### src/rtl/tick_periodic_task_scheduler_macros.svh
// Assertion macros for the scheduler top level.
`ifndef TICK_PERIODIC_TASK_SCHEDULER_MACROS_SVH
`define TICK_PERIODIC_TASK_SCHEDULER_MACROS_SVH

// Same-cycle implication, disabled while reset is asserted.
`define TPS_ASSERT_NOW(label, clk, rst_n, ante, cons, msg) \
    label: assert property (@(posedge clk) disable iff (!(rst_n)) (ante) |-> (cons)) \
        else $error(msg);

// Next-cycle implication, disabled while reset is asserted.
`define TPS_ASSERT_NEXT(label, clk, rst_n, ante, cons, msg) \
    label: assert property (@(posedge clk) disable iff (!(rst_n)) (ante) |=> (cons)) \
        else $error(msg);

`endif

### src/rtl/tps_pkg.sv
// Shared constants and types for the tick periodic task scheduler.
package tps_pkg;

    localparam int NUM_TASKS = 8;

    localparam int MODE_W      = 2;
    localparam int PERIOD_W    = 16;
    localparam int COUNT_W     = 16;
    localparam int SUB_SEC_W   = 10;
    localparam int SUB_MIN_W   = 6;
    localparam int SLOT_IDX_W  = 3;
    localparam int MASK_W      = 8;
    localparam int PEND_EXT_W  = NUM_TASKS + MASK_W;

    localparam logic [MODE_W-1:0] MODE_TICK    = 2'd0;
    localparam logic [MODE_W-1:0] MODE_CREATE  = 2'd1;
    localparam logic [MODE_W-1:0] MODE_COLLECT = 2'd2;

    localparam logic [SUB_SEC_W-1:0] MS_LAST  = 10'd999;
    localparam logic [SUB_MIN_W-1:0] SEC_LAST = 6'd59;

    // Commands from the controller to the datapath.
    typedef struct packed {
        logic capture;  // latch the input word
        logic exec;     // apply the latched word and load the result register
    } t_dp_cmd;

endpackage

### src/rtl/tick_periodic_task_scheduler.sv
// Top level of the tick periodic task scheduler: controller, datapath and checks.
//
//  channel | direction | handshake                | payload
//  --------+-----------+--------------------------+-------------------------------------
//  in      | to block  | i_in_valid / o_in_ready  | i_mode, i_period
//  out     | from block| o_out_valid / i_out_ready| o_millis, o_seconds, o_minutes,
//          |           |                          | o_slot_index, o_create_failed,
//          |           |                          | o_pending_mask
//
// Each word is handled in two steps: one latches it, one applies it to the counters and
// the slot table and loads the result register. The controller's two-state loop sets
// this order, so the block takes no new word until the last one has been applied.
// The result register parts the channels: a new word is taken while a result waits,
// and that word holds in the apply state until the result register is free.
// Synchronous active-low reset clears the counters, slot occupancy and pending bits;
// countdown and period entries stay undefined until a create writes them.
module tick_periodic_task_scheduler (
    input  logic                              i_clk,
    input  logic                              i_rst_n,
    input  logic                              i_in_valid,
    output logic                              o_in_ready,
    input  logic [tps_pkg::MODE_W-1:0]        i_mode,
    input  logic [tps_pkg::PERIOD_W-1:0]      i_period,
    output logic                              o_out_valid,
    input  logic                              i_out_ready,
    output logic [tps_pkg::COUNT_W-1:0]       o_millis,
    output logic [tps_pkg::COUNT_W-1:0]       o_seconds,
    output logic [tps_pkg::COUNT_W-1:0]       o_minutes,
    output logic [tps_pkg::SLOT_IDX_W-1:0]    o_slot_index,
    output logic                              o_create_failed,
    output logic [tps_pkg::MASK_W-1:0]        o_pending_mask
);
    import tps_pkg::*;

    `include "tick_periodic_task_scheduler_macros.svh"

    t_dp_cmd cmd;

    // Sequence each word: latch it, then apply it once the result register is free.
    tps_ctrl u_ctrl (
        .i_clk       (i_clk),
        .i_rst_n     (i_rst_n),
        .i_in_valid  (i_in_valid),
        .o_in_ready  (o_in_ready),
        .o_out_valid (o_out_valid),
        .i_out_ready (i_out_ready),
        .o_cmd       (cmd)
    );

    // Hold the time base and the slot table, and build the result word.
    tps_dp u_dp (
        .i_clk           (i_clk),
        .i_rst_n         (i_rst_n),
        .i_cmd           (cmd),
        .i_mode          (i_mode),
        .i_period        (i_period),
        .o_millis        (o_millis),
        .o_seconds       (o_seconds),
        .o_minutes       (o_minutes),
        .o_slot_index    (o_slot_index),
        .o_create_failed (o_create_failed),
        .o_pending_mask  (o_pending_mask)
    );

    // A failed create must report slot zero.
    `TPS_ASSERT_NOW(a_fail_slot_zero, i_clk, i_rst_n, o_out_valid && o_create_failed, o_slot_index == '0, "create failure with nonzero slot index")

    // After a word is taken the block is busy applying it and takes no other.
    `TPS_ASSERT_NEXT(a_busy_after_accept, i_clk, i_rst_n, i_in_valid && o_in_ready, !o_in_ready, "input taken while previous word still in flight")

    // Latch and apply never happen together.
    `TPS_ASSERT_NOW(a_cmd_exclusive, i_clk, i_rst_n, cmd.exec, !cmd.capture, "latch and apply issued in the same cycle")

endmodule

### src/rtl/tps_ctrl.sv
// Handshake controller for the tick periodic task scheduler.
module tps_ctrl (
    input  logic             i_clk,
    input  logic             i_rst_n,
    input  logic             i_in_valid,
    output logic             o_in_ready,
    output logic             o_out_valid,
    input  logic             i_out_ready,
    output tps_pkg::t_dp_cmd o_cmd
);
    import tps_pkg::*;

    localparam logic S_IDLE = 1'b0;
    localparam logic S_EXEC = 1'b1;

    logic r_state;
    logic n_state;
    logic r_out_valid;
    logic n_out_valid;
    logic out_free;

    assign out_free = !r_out_valid || i_out_ready;

    always_comb begin
        n_state     = r_state;
        o_cmd       = '0;
        o_in_ready  = 1'b0;
        n_out_valid = r_out_valid && !i_out_ready;
        case (r_state)
            S_IDLE: begin
                o_in_ready = 1'b1;
                if (i_in_valid) begin
                    o_cmd.capture = 1'b1;
                    n_state       = S_EXEC;
                end
            end
            S_EXEC: begin
                // hold the item until the result register can take the word
                if (out_free) begin
                    o_cmd.exec  = 1'b1;
                    n_out_valid = 1'b1;
                    n_state     = S_IDLE;
                end
            end
            default: begin
                n_state = S_IDLE;
            end
        endcase
    end

    always_ff @(posedge i_clk) begin
        if (!i_rst_n) begin
            r_state     <= S_IDLE;
            r_out_valid <= 1'b0;
        end else begin
            r_state     <= n_state;
            r_out_valid <= n_out_valid;
        end
    end

    assign o_out_valid = r_out_valid;

endmodule

### src/rtl/tps_dp.sv
// Time base counters, task slot table and result register.
module tps_dp (
    input  logic                              i_clk,
    input  logic                              i_rst_n,
    input  tps_pkg::t_dp_cmd                  i_cmd,
    input  logic [tps_pkg::MODE_W-1:0]        i_mode,
    input  logic [tps_pkg::PERIOD_W-1:0]      i_period,
    output logic [tps_pkg::COUNT_W-1:0]       o_millis,
    output logic [tps_pkg::COUNT_W-1:0]       o_seconds,
    output logic [tps_pkg::COUNT_W-1:0]       o_minutes,
    output logic [tps_pkg::SLOT_IDX_W-1:0]    o_slot_index,
    output logic                              o_create_failed,
    output logic [tps_pkg::MASK_W-1:0]        o_pending_mask
);
    import tps_pkg::*;

    // latched item
    logic [MODE_W-1:0]   r_mode;
    logic [PERIOD_W-1:0] r_period;

    // time base
    logic [COUNT_W-1:0]   r_millis_count,  n_millis_count;
    logic [COUNT_W-1:0]   r_seconds_count, n_seconds_count;
    logic [COUNT_W-1:0]   r_minutes_count, n_minutes_count;
    logic [SUB_SEC_W-1:0] r_sub_second,    n_sub_second;
    logic [SUB_MIN_W-1:0] r_sub_minute,    n_sub_minute;

    // slot table
    logic [NUM_TASKS-1:0] r_slot_used,    n_slot_used;
    logic [NUM_TASKS-1:0] r_slot_pending, n_slot_pending;
    logic [PERIOD_W-1:0]  r_slot_countdown [NUM_TASKS];
    logic [PERIOD_W-1:0]  n_slot_countdown [NUM_TASKS];
    logic [PERIOD_W-1:0]  r_slot_period    [NUM_TASKS];
    logic [PERIOD_W-1:0]  n_slot_period    [NUM_TASKS];

    // result register
    logic [COUNT_W-1:0]    r_millis, r_seconds, r_minutes;
    logic [SLOT_IDX_W-1:0] r_slot_index,   n_slot_index;
    logic                  r_create_failed, n_create_failed;
    logic [MASK_W-1:0]     r_pending_mask,  n_pending_mask;

    logic [NUM_TASKS-1:0]  claim;
    logic                  found;
    logic [PERIOD_W-1:0]   cd_dec;
    logic [PEND_EXT_W-1:0] pend_before;
    logic [PEND_EXT_W-1:0] pend_after;

    // lowest free slot, one-hot
    always_comb begin
        claim        = '0;
        found        = 1'b0;
        n_slot_index = '0;
        for (int i = 0; i < NUM_TASKS; i++) begin
            if (!r_slot_used[i] && !found) begin
                claim[i]     = 1'b1;
                found        = 1'b1;
                n_slot_index = SLOT_IDX_W'(i);
            end
        end
    end

    always_comb begin
        n_millis_count   = r_millis_count;
        n_seconds_count  = r_seconds_count;
        n_minutes_count  = r_minutes_count;
        n_sub_second     = r_sub_second;
        n_sub_minute     = r_sub_minute;
        n_slot_used      = r_slot_used;
        n_slot_pending   = r_slot_pending;
        n_slot_countdown = r_slot_countdown;
        n_slot_period    = r_slot_period;
        n_create_failed  = 1'b0;
        cd_dec           = '0;
        case (r_mode)
            MODE_TICK: begin
                n_millis_count = r_millis_count + 1'b1;
                if (r_sub_second == MS_LAST) begin
                    n_sub_second    = '0;
                    n_seconds_count = r_seconds_count + 1'b1;
                    if (r_sub_minute == SEC_LAST) begin
                        n_sub_minute    = '0;
                        n_minutes_count = r_minutes_count + 1'b1;
                    end else begin
                        n_sub_minute = r_sub_minute + 1'b1;
                    end
                end else begin
                    n_sub_second = r_sub_second + 1'b1;
                end
                for (int i = 0; i < NUM_TASKS; i++) begin
                    cd_dec = (r_slot_countdown[i] != '0) ? r_slot_countdown[i] - 1'b1
                                                         : r_slot_countdown[i];
                    if (r_slot_used[i]) begin
                        if (cd_dec == '0) begin
                            n_slot_pending[i]   = 1'b1;
                            n_slot_countdown[i] = r_slot_period[i];
                        end else begin
                            n_slot_countdown[i] = cd_dec;
                        end
                    end
                end
            end
            MODE_CREATE: begin
                n_create_failed = !found;
                for (int i = 0; i < NUM_TASKS; i++) begin
                    if (claim[i]) begin
                        n_slot_used[i]      = 1'b1;
                        n_slot_pending[i]   = 1'b0;
                        n_slot_countdown[i] = '0;
                        n_slot_period[i]    = r_period;
                    end
                end
            end
            MODE_COLLECT: begin
                n_slot_pending = '0;
            end
            default: begin
            end
        endcase
    end

    assign pend_before = PEND_EXT_W'(r_slot_pending);
    assign pend_after  = PEND_EXT_W'(n_slot_pending);

    always_comb begin
        if (r_mode == MODE_COLLECT) begin
            n_pending_mask = pend_before[MASK_W-1:0];
        end else begin
            n_pending_mask = pend_after[MASK_W-1:0];
        end
    end

    always_ff @(posedge i_clk) begin
        if (!i_rst_n) begin
            r_millis_count  <= '0;
            r_seconds_count <= '0;
            r_minutes_count <= '0;
            r_sub_second    <= '0;
            r_sub_minute    <= '0;
            r_slot_used     <= '0;
            r_slot_pending  <= '0;
        end else if (i_cmd.exec) begin
            r_millis_count  <= n_millis_count;
            r_seconds_count <= n_seconds_count;
            r_minutes_count <= n_minutes_count;
            r_sub_second    <= n_sub_second;
            r_sub_minute    <= n_sub_minute;
            r_slot_used     <= n_slot_used;
            r_slot_pending  <= n_slot_pending;
        end
    end

    always_ff @(posedge i_clk) begin
        if (i_cmd.capture) begin
            r_mode   <= i_mode;
            r_period <= i_period;
        end
        if (i_cmd.exec) begin
            r_slot_countdown <= n_slot_countdown;
            r_slot_period    <= n_slot_period;
            r_millis         <= n_millis_count;
            r_seconds        <= n_seconds_count;
            r_minutes        <= n_minutes_count;
            r_slot_index     <= (r_mode == MODE_CREATE && found) ? n_slot_index : '0;
            r_create_failed  <= n_create_failed;
            r_pending_mask   <= n_pending_mask;
        end
    end

    assign o_millis        = r_millis;
    assign o_seconds       = r_seconds;
    assign o_minutes       = r_minutes;
    assign o_slot_index    = r_slot_index;
    assign o_create_failed = r_create_failed;
    assign o_pending_mask  = r_pending_mask;

endmodule
### config.mk
export PLATFORM = sky130hd
export DESIGN_NAME = tick_periodic_task_scheduler
export DESIGN_NICKNAME = d
export VERILOG_FILES = /design/src/rtl/tps_pkg.sv /design/src/rtl/tick_periodic_task_scheduler.sv /design/src/rtl/tps_ctrl.sv /design/src/rtl/tps_dp.sv
export VERILOG_INCLUDE_DIRS = /design/src /design/src/rtl
export SDC_FILE = /design/constraint.sdc
export NUM_CORES = 1
export LEC_CHECK = 0
export ABC_AREA = 1
export ABC_CLOCK_PERIOD_IN_PS = 7670
export BUFFER_PORTS_ARGS = -buffer_cell sky130_fd_sc_hd__buf_2
export CAP_MARGIN = 20
export CORE_MARGIN = 2
export CORE_UTILIZATION = 45
export CTS_CLUSTER_DIAMETER = 150
export DETAILED_ROUTE_END_ITERATION = 6
export PLACE_DENSITY_LB_ADDON = 0.08
export SLEW_MARGIN = 25
export SYNTH_ARGS = -nofsm -noshare
export SYNTH_HDL_FRONTEND = slang
export SYNTH_SLANG_ARGS = --single-unit
export TNS_END_PERCENT = 100
### constraint.sdc
create_clock -name i_clk -period 7.67 [get_ports i_clk]
set_input_delay 0.3835 -clock i_clk [delete_from_list [all_inputs] [get_ports i_clk]]
set_output_delay 0.3835 -clock i_clk [all_outputs]
set_load 0.05 [all_outputs]
==> reports/metrics.cfg, run 1 <==
[outcome]
status=complete, no violations

[finish]
final_area_sq_um=23370
drive_gt1_share_pct=11.54
syn_to_final_growth_pct=13.07
fin_nets=2384

[synthesis]
netlist_area_sq_um=20670
syn_inst=2238
synth-seq-area-share_pct=56.46
syn_area_per_cell_sq_um=9.236
yosys_warnings=0
synth_ff_type=edfxtp_1
syn-num-nets=2274
synth_seq_cells=416
async_flop_share_pct=0
synth_edf_count=334
ys_types=45

[setup_path]
worst_setup_path_end_kind=flip-flop
r2r_start=u_dp.r_mode[0]
path_class=reg -> reg
startpoint_type=flip-flop
cpMaxStageDelayCell=nor2_2
startpoint=u_dp.r_mode[0]
rr_endpoint=u_dp.r_slot_period[27]
critical_path.cell_chain=inv_2, nor2_4, inv_1, nor2_1, clkinv_1, nor2_2
crit_end=u_dp.r_slot_period[27]
crit_arrival_ps=3510
ff2ff_path_depth=6
worst-endpoint-required_ps=7850
critPathMaxStageDelay_ps=740
r2r_setup_slack_ps=4330
crit_fanout=33

[worst_hold_path]
hp-start=i_in_valid
hold_depth=3
hold_class=in -> reg

[clock_tree]
post_cts_buffers=0
htree_levels=2
cts_root_buf=clkbuf_16
clkTransAtPathRegs_ps=60
cts_buffers=47
cts.sinks=416
ctsResizeCount=0
clock_latency_ps=570
cts_tree=done
clock_path_buffers=3

[pwr]
ir_drop_mv=0.1960
p_clk_share_pct=44.1
pwr-share-seq_pct=50.5
switchingPower_mw=1.169
power_density_nw_per_um2=214.9
pwr-share-comb_pct=5.3
leakage_nw=8.763
switching_share_pct=23.28
power.internal_mw=3.854

[routing]
drc=0
drtPass1Iterations=5
wl_per_cell_um=17.51
dr.first_iter.drc_count=1171
num_vias=15670
wirelength_um=52310
via_per_inst=5.245
postRouteAntennaNets=0

[placement]
gp_congestion=0.8616
dpl_cell_area_sq_um=21680
dp_hpwl_um=36460
io_buffers=83

[floorplanning]
die_h_um=218.3
rows=78
die_x_um=218.3
coreArea_sq_um=45380
dieArea_sq_um=47670
initial_utilization_pct=45.55
ioPinCount=84

[timing]
max_freq_mhz=299.8
min_period_over_period_pct=43.49
rsz0062_at_grt=no
hold_viol=0
tightest_slew_ps=898.7
final_max_slew_viol_count=0
final.setup_skew_ps=18.42
setup_tns_ps=0
setup-violations-final=0
relSlewSlack_pct=40.09
fin_crit_ps=3335

[grt]
grtUsageTotal_pct=22.21
grt_first_pass_wirelength_um=82090
grt_max_degree=86
grt_pass1_vias=15110
antenna_found_initial=3
grt_overflow=0

[run]
maxCapViolCount=0

-- layout by cell type (no fill, tap or decap), types with 18 or more instances in the layout --
master           n
nand4_1        141
xor2_1          93
dlygate4sd3_1   18
a21oi_1        132
clkbuf_16       47
dfxtp_1         82
nand3_1         90
nor2_1         273
xnor2_1         27
nor3_1          27
nor2_2          44
o22ai_1         20
buf_2           83
inv_1          220
buf_4           18
o21ai_0         72
nand2_1        503
edfxtp_1       334
-- critical path: cells and delay by family, from the launching register on --
kind	cells	cell delay, ps
buffers and inverters	3	970
AND/OR/NAND/NOR	3	1570
flip-flops	1	380
-- logic make-up after synthesis --
family	after synthesis	synth area share, %
and+or+nand+nor	1136	24.94
adders and majority gates	14	0.8474
xor gates and xnor gates	120	5.084
AOI/OAI and AO/OA	258	6.634
buffers and inverters	294	6.029
DFF	416	56.46
-- per-stage QoR --
step | hold slack [ps] | util (%) | worst slack (ps) | instances | power (mW)
after floorplan | 441.1 | - | 3427 | 2238 | 2.738
after global placement | 450.8 | 47.75 | 4121 | 2881 | 2.845
after detailed placement | 452.6 | 47.77 | 4333 | 2881 | 2.845
after CTS | 87.17 | 51.49 | 4307 | 2984 | 5.076
after global routing | 122.9 | 51.50 | 3997 | 2986 | 5.193
final | 116.7 | 51.50 | 4335 | 2987 | 5.023
-- per-layer routing --
layer / GRT usage (%) / up-vias / wire, um
li1: - / 7827 / -
met1: 30.45 / 7395 / 24120
met2: 36.31 / 355 / 24270
met3: 3.758 / 90 / 2662
met4: 6.372 / 0 / 1247
met5: 0 / - / 0
-- worst min path at each step --
stage                              to  slack, ps
6_report               u_ctrl.r_state        120
2_1_floorplan  u_dp.r_slot_pending[0]        440
3_3_place_gp   u_dp.r_slot_pending[5]        450
4_1_cts                u_ctrl.r_state         90
3_5_place_dp   u_dp.r_slot_pending[1]        450
5_1_grt            u_ctrl.o_out_valid        120
-- synthesized netlist by cell type, types with 27 or more instances --
library cell,instances,area (sq um)
nand3_1,90,450.4
nand2_1,503,1888
xnor2_1,27,236.5
nor3_1,27,135.1
nor2_2,38,237.7
dfxtp_1,82,1642
nor2_1,280,1051
nand4_1,141,882.1
xor2_1,93,814.5
o21ai_0,72,360.4
edfxtp_1,334,10030
inv_1,221,829.6
a21oi_1,132,660.6
-- repair_timing --
item                                   CTS  global route
setup endpoints to repair                0             0
endpoints found under the hold margin   18             0
hold buffers                            18             0
-- flip-flops by register name (all words and copies together), names as in the netlist --
name and flops:
u_dp.o_seconds 16, u_dp.r_sub_minute 6, u_dp.r_slot_pending 8, u_dp.r_sub_second 10, u_dp.r_slot_countdown 128, u_dp.r_minutes_count 16, u_ctrl.r_state 1, u_dp.o_millis 16
u_dp.r_mode 2, u_dp.r_seconds_count 16, u_dp.o_slot_index 3, u_ctrl.o_out_valid 1, u_dp.r_slot_used 8, u_dp.o_pending_mask 8, u_dp.r_slot_period 128, u_dp.o_create_failed 1
u_dp.r_period 16, u_dp.r_millis_count 16, u_dp.o_minutes 16
-- final cells by class --
cell class | count | area, sq um
Antenna cell | 3 | 7.507
Clock buffer | 56 | 1220
Clock inverter | 29 | 286.5
Fill cell | 4187 | 22010
Inverter | 236 | 889.6
Multi-Input combinational cell | 1528 | 7816
Sequential cell | 416 | 11670
Tap cell | 600 | 750.7
Timing Repair Buffer | 119 | 730.7
-- power by group through the flow --
| stage | clock network [mW] | logic (mW) | registers, mW |
|---|---|---|---|
| global route | 2.36 | 0.292 | 2.54 |
| CTS | 2.27 | 0.270 | 2.54 |
| finish | 2.22 | 0.267 | 2.54 |
| detailed placement | 0 | 0.262 | 2.58 |
| global placement | 0 | 0.260 | 2.58 |
| floorplan | 0 | 0.120 | 2.62 |
(Power assumes the default switching activity.)
==> run 2, diff against run 1 <==
--- a/config.mk
+++ b/config.mk
@@ -7,7 +7,7 @@
 export NUM_CORES = 1
 export LEC_CHECK = 0
 export ABC_AREA = 1
-export ABC_CLOCK_PERIOD_IN_PS = 7670
+export ABC_CLOCK_PERIOD_IN_PS = 2900
 export BUFFER_PORTS_ARGS = -buffer_cell sky130_fd_sc_hd__buf_2
 export CAP_MARGIN = 20
 export CORE_MARGIN = 2
==> constraint.sdc (replaced) <==
create_clock -name i_clk -period 2.9 [get_ports i_clk]
set_input_delay 0.145 -clock i_clk [delete_from_list [all_inputs] [get_ports i_clk]]
set_output_delay 0.145 -clock i_clk [all_outputs]
set_load 0.05 [all_outputs]
==> run 2 against run 1 <==
Compared with the run above: utilization is 0.77 points higher; sequential power grew to 2.6 times the previous value; sequential share of layout area is 0.73 points lower; largest cell class unchanged; clock skew is 2.7 ps higher; highest routed layer is now met5; critical endpoint is now u_dp.r_slot_countdown[41]; wire length is 1.9% higher; design area is 1.5% higher; critical path type unchanged; flip-flop and latch count stayed put; combinational power grew to 2.8 times the previous value; non-clock buffer count is 28 higher.
==> reports/metrics.cfg, run 2 (synthesized netlist as in run 1, its figures left out) <==
[routing]
wl_per_cell_um=17.71  ; +1.1%
dr.first_iter.drc_count=1183  ; +1.0%
wirelength_um=53330  ; +1.9%
postRouteAntennaNets=0  ; unchanged
num_vias=15840  ; +1.1%
drc=0  ; unchanged
drtPass1Iterations=5  ; unchanged
via_per_inst=5.261  ; +0.31%

[timing]
tightest_slew_ps=877.8  ; -20.89 ps
max_freq_mhz=376.7  ; +26%
min_period_over_period_pct=91.53  ; +48 points
setup_tns_ps=0  ; unchanged
setup-violations-final=0  ; unchanged
rsz0062_at_grt=no
final.setup_skew_ps=21.10  ; +2.685 ps
relSlewSlack_pct=41.12  ; +1.0 points
worst_slack_ps=245.7  ; -4089 ps
fin_crit_ps=2654  ; -681.0 ps
final_max_slew_viol_count=0  ; unchanged
hold_viol=0  ; unchanged

[setup_path]
crit_arrival_ps=3080  ; -430 ps
worst_setup_path_end_kind=flip-flop
startpoint_type=flip-flop
r2r_start=u_dp.r_slot_countdown[32]
path_class=reg -> reg
r2r_setup_slack_ps=250  ; -4090 ps
ff2ff_path_depth=14  ; +8
rr_endpoint=u_dp.r_slot_countdown[41]
crit_fanout=21  ; -36%
worst-endpoint-required_ps=3320  ; -4530 ps

[worst_hold_path]
hp-start=i_period[2]
worstHoldEndpoint=u_dp.r_period[2]
hold_class=in -> reg
hold_depth=2  ; -1

[clock_tree]
post_cts_buffers=0  ; unchanged
cts_tree=done
cts_root_buf=clkbuf_16
cts.sinks=416  ; unchanged
clkTransAtPathRegs_ps=60  ; about the same
cts_buffers=45  ; -4.3%
clock_latency_ps=580  ; about the same
clock_path_buffers=3  ; unchanged
htree_levels=2  ; unchanged

[floorplanning]
rows=78  ; unchanged
dieArea_sq_um=47670  ; unchanged
ioPinCount=84  ; unchanged
die_x_um=218.3  ; unchanged
coreArea_sq_um=45380  ; unchanged
die_h_um=218.3  ; unchanged
initial_utilization_pct=45.55  ; unchanged

[grt]
grt_overflow=0  ; unchanged
grt_pass1_vias=15340  ; +1.5%
grt_max_degree=66  ; -23%
grt_first_pass_wirelength_um=83620  ; +1.9%
antenna_found_initial=2  ; -1
grtUsageTotal_pct=22.51  ; +0.30 points

[finish]
instances_no_fill=3011  ; +0.80%
drive_gt1_share_pct=12.57  ; +1.0 points
final_common_cell=nand2_1
num_antenna_cells=0  ; -3
fin_nets=2410  ; +1.1%
syn_to_final_growth_pct=14.75
layout_common_cells=502 x nand2_1, 334 x edfxtp_1, 276 x nor2_1
reg_top3=u_dp.r_slot_countdown (128), u_dp.r_slot_period (128)

[placement]
dp_hpwl_um=36860  ; +1.1%
dpl_worst_slack_ps=230.4  ; -4103 ps
dpl.cell_count=2906  ; +0.87%
gp_congestion=0.9002  ; +4.5%
io_buffers=83  ; unchanged

[pwr]
power_mw=13.47  ; +170%
power_density_nw_per_um2=567.8  ; +160%
leakage_nw=8.946  ; +2.1%
ir_drop_mv=0.4100  ; +110%

[outcome]
status=complete, no violations

[run]
maxCapViolCount=0  ; unchanged

[run 2: cell types whose count changed in the layout (fill, tap and decap cells not counted), moves of 3 or more]
cell,change
clkinv_1,-6
diode_2,-3
nor2_2,-5
a211oi_2,-8
buf_4,+25
a211oi_4,+8
nor2_1,+3
clkinv_2,-3
inv_4,+3
clkbuf_8,+6
dlygate4sd3_1,+3
[run 2: what timing repair did]
| action | in CTS | in global routing |
|---|---|---|
| setup endpoints to repair | 0 | 10 |
| hold buffers | 21 | 0 |
| resized for setup | 0 | 4 |
| endpoints found under the hold margin | 25 | 0 |
[run 2: metrics by stage]
stage	instance area (sq um)	hold slack, ps	util [%]
2_1_floorplan	20780	243.9	-
3_3_place_gp	21930	322.5	48.32
3_5_place_dp	21930	326.5	48.32
4_1_cts	23700	247.4	52.23
5_1_grt	23720	272.7	52.27
6_report	23720	281.4	52.27
[run 2: critical path, cell delays in order, from the launching register on]
cell and delay (ps):
edfxtp_1 370, inv_1 120, ha_1 250, nand3_4 130
nor2_4 140, nand2_2 240, o21ai_0 150, inv_1 70
nor2_1 110, nand3_1 130, nor2_4 180, nand3_4 210
inv_4 230, nor2_1 60, nor2_1 120
[run 2: cell type report]
cell class | count | area, sq um
fillers | 4176 | 21660
clock inverters | 18 | 205.2
clock buffers | 66 | 1360
flip-flops and latches | 416 | 11670
well taps | 600 | 750.7
multi-input cells | 1528 | 7889
repair buffers | 147 | 948.4
inverters | 236 | 894.6
[run 2: worst max path at each step]
stage	cells past startpoint	end	slack [ps]	from
after CTS	11	u_dp.r_slot_countdown[122]	230	u_dp.r_slot_countdown[112]
after floorplan	5	u_dp.r_slot_countdown[0]	110	u_ctrl.o_out_valid
after global placement	11	u_dp.r_slot_countdown[122]	260	u_dp.r_slot_countdown[112]
after global routing	14	u_dp.r_slot_countdown[34]	20	u_dp.r_slot_countdown[32]
after detailed placement	11	u_dp.r_slot_countdown[122]	230	u_dp.r_slot_countdown[113]
final	14	u_dp.r_slot_countdown[41]	250	u_dp.r_slot_countdown[32]
[run 2: where the power goes]
group / leakage (nW) / total [mW] / internal [mW] / switching [mW]
Clock: 0.772 / 6.01 / 3.62 / 2.39
Sequential: 3.73 / 6.72 / 6.57 / 0.142
Combinational: 4.45 / 0.739 / 0.179 / 0.559
Total: 8.95 / 13.5 / 10.4 / 3.09
[run 2: per-layer routing]
metal  vias to the layer above  track usage (%)  wire, um
li1                       7864                -         -
met1                      7505            31.48     24920
met2                       400            36.35     24500
met3                        71            3.633      2856
met4                         2            6.236      1041
met5                         -                0        13
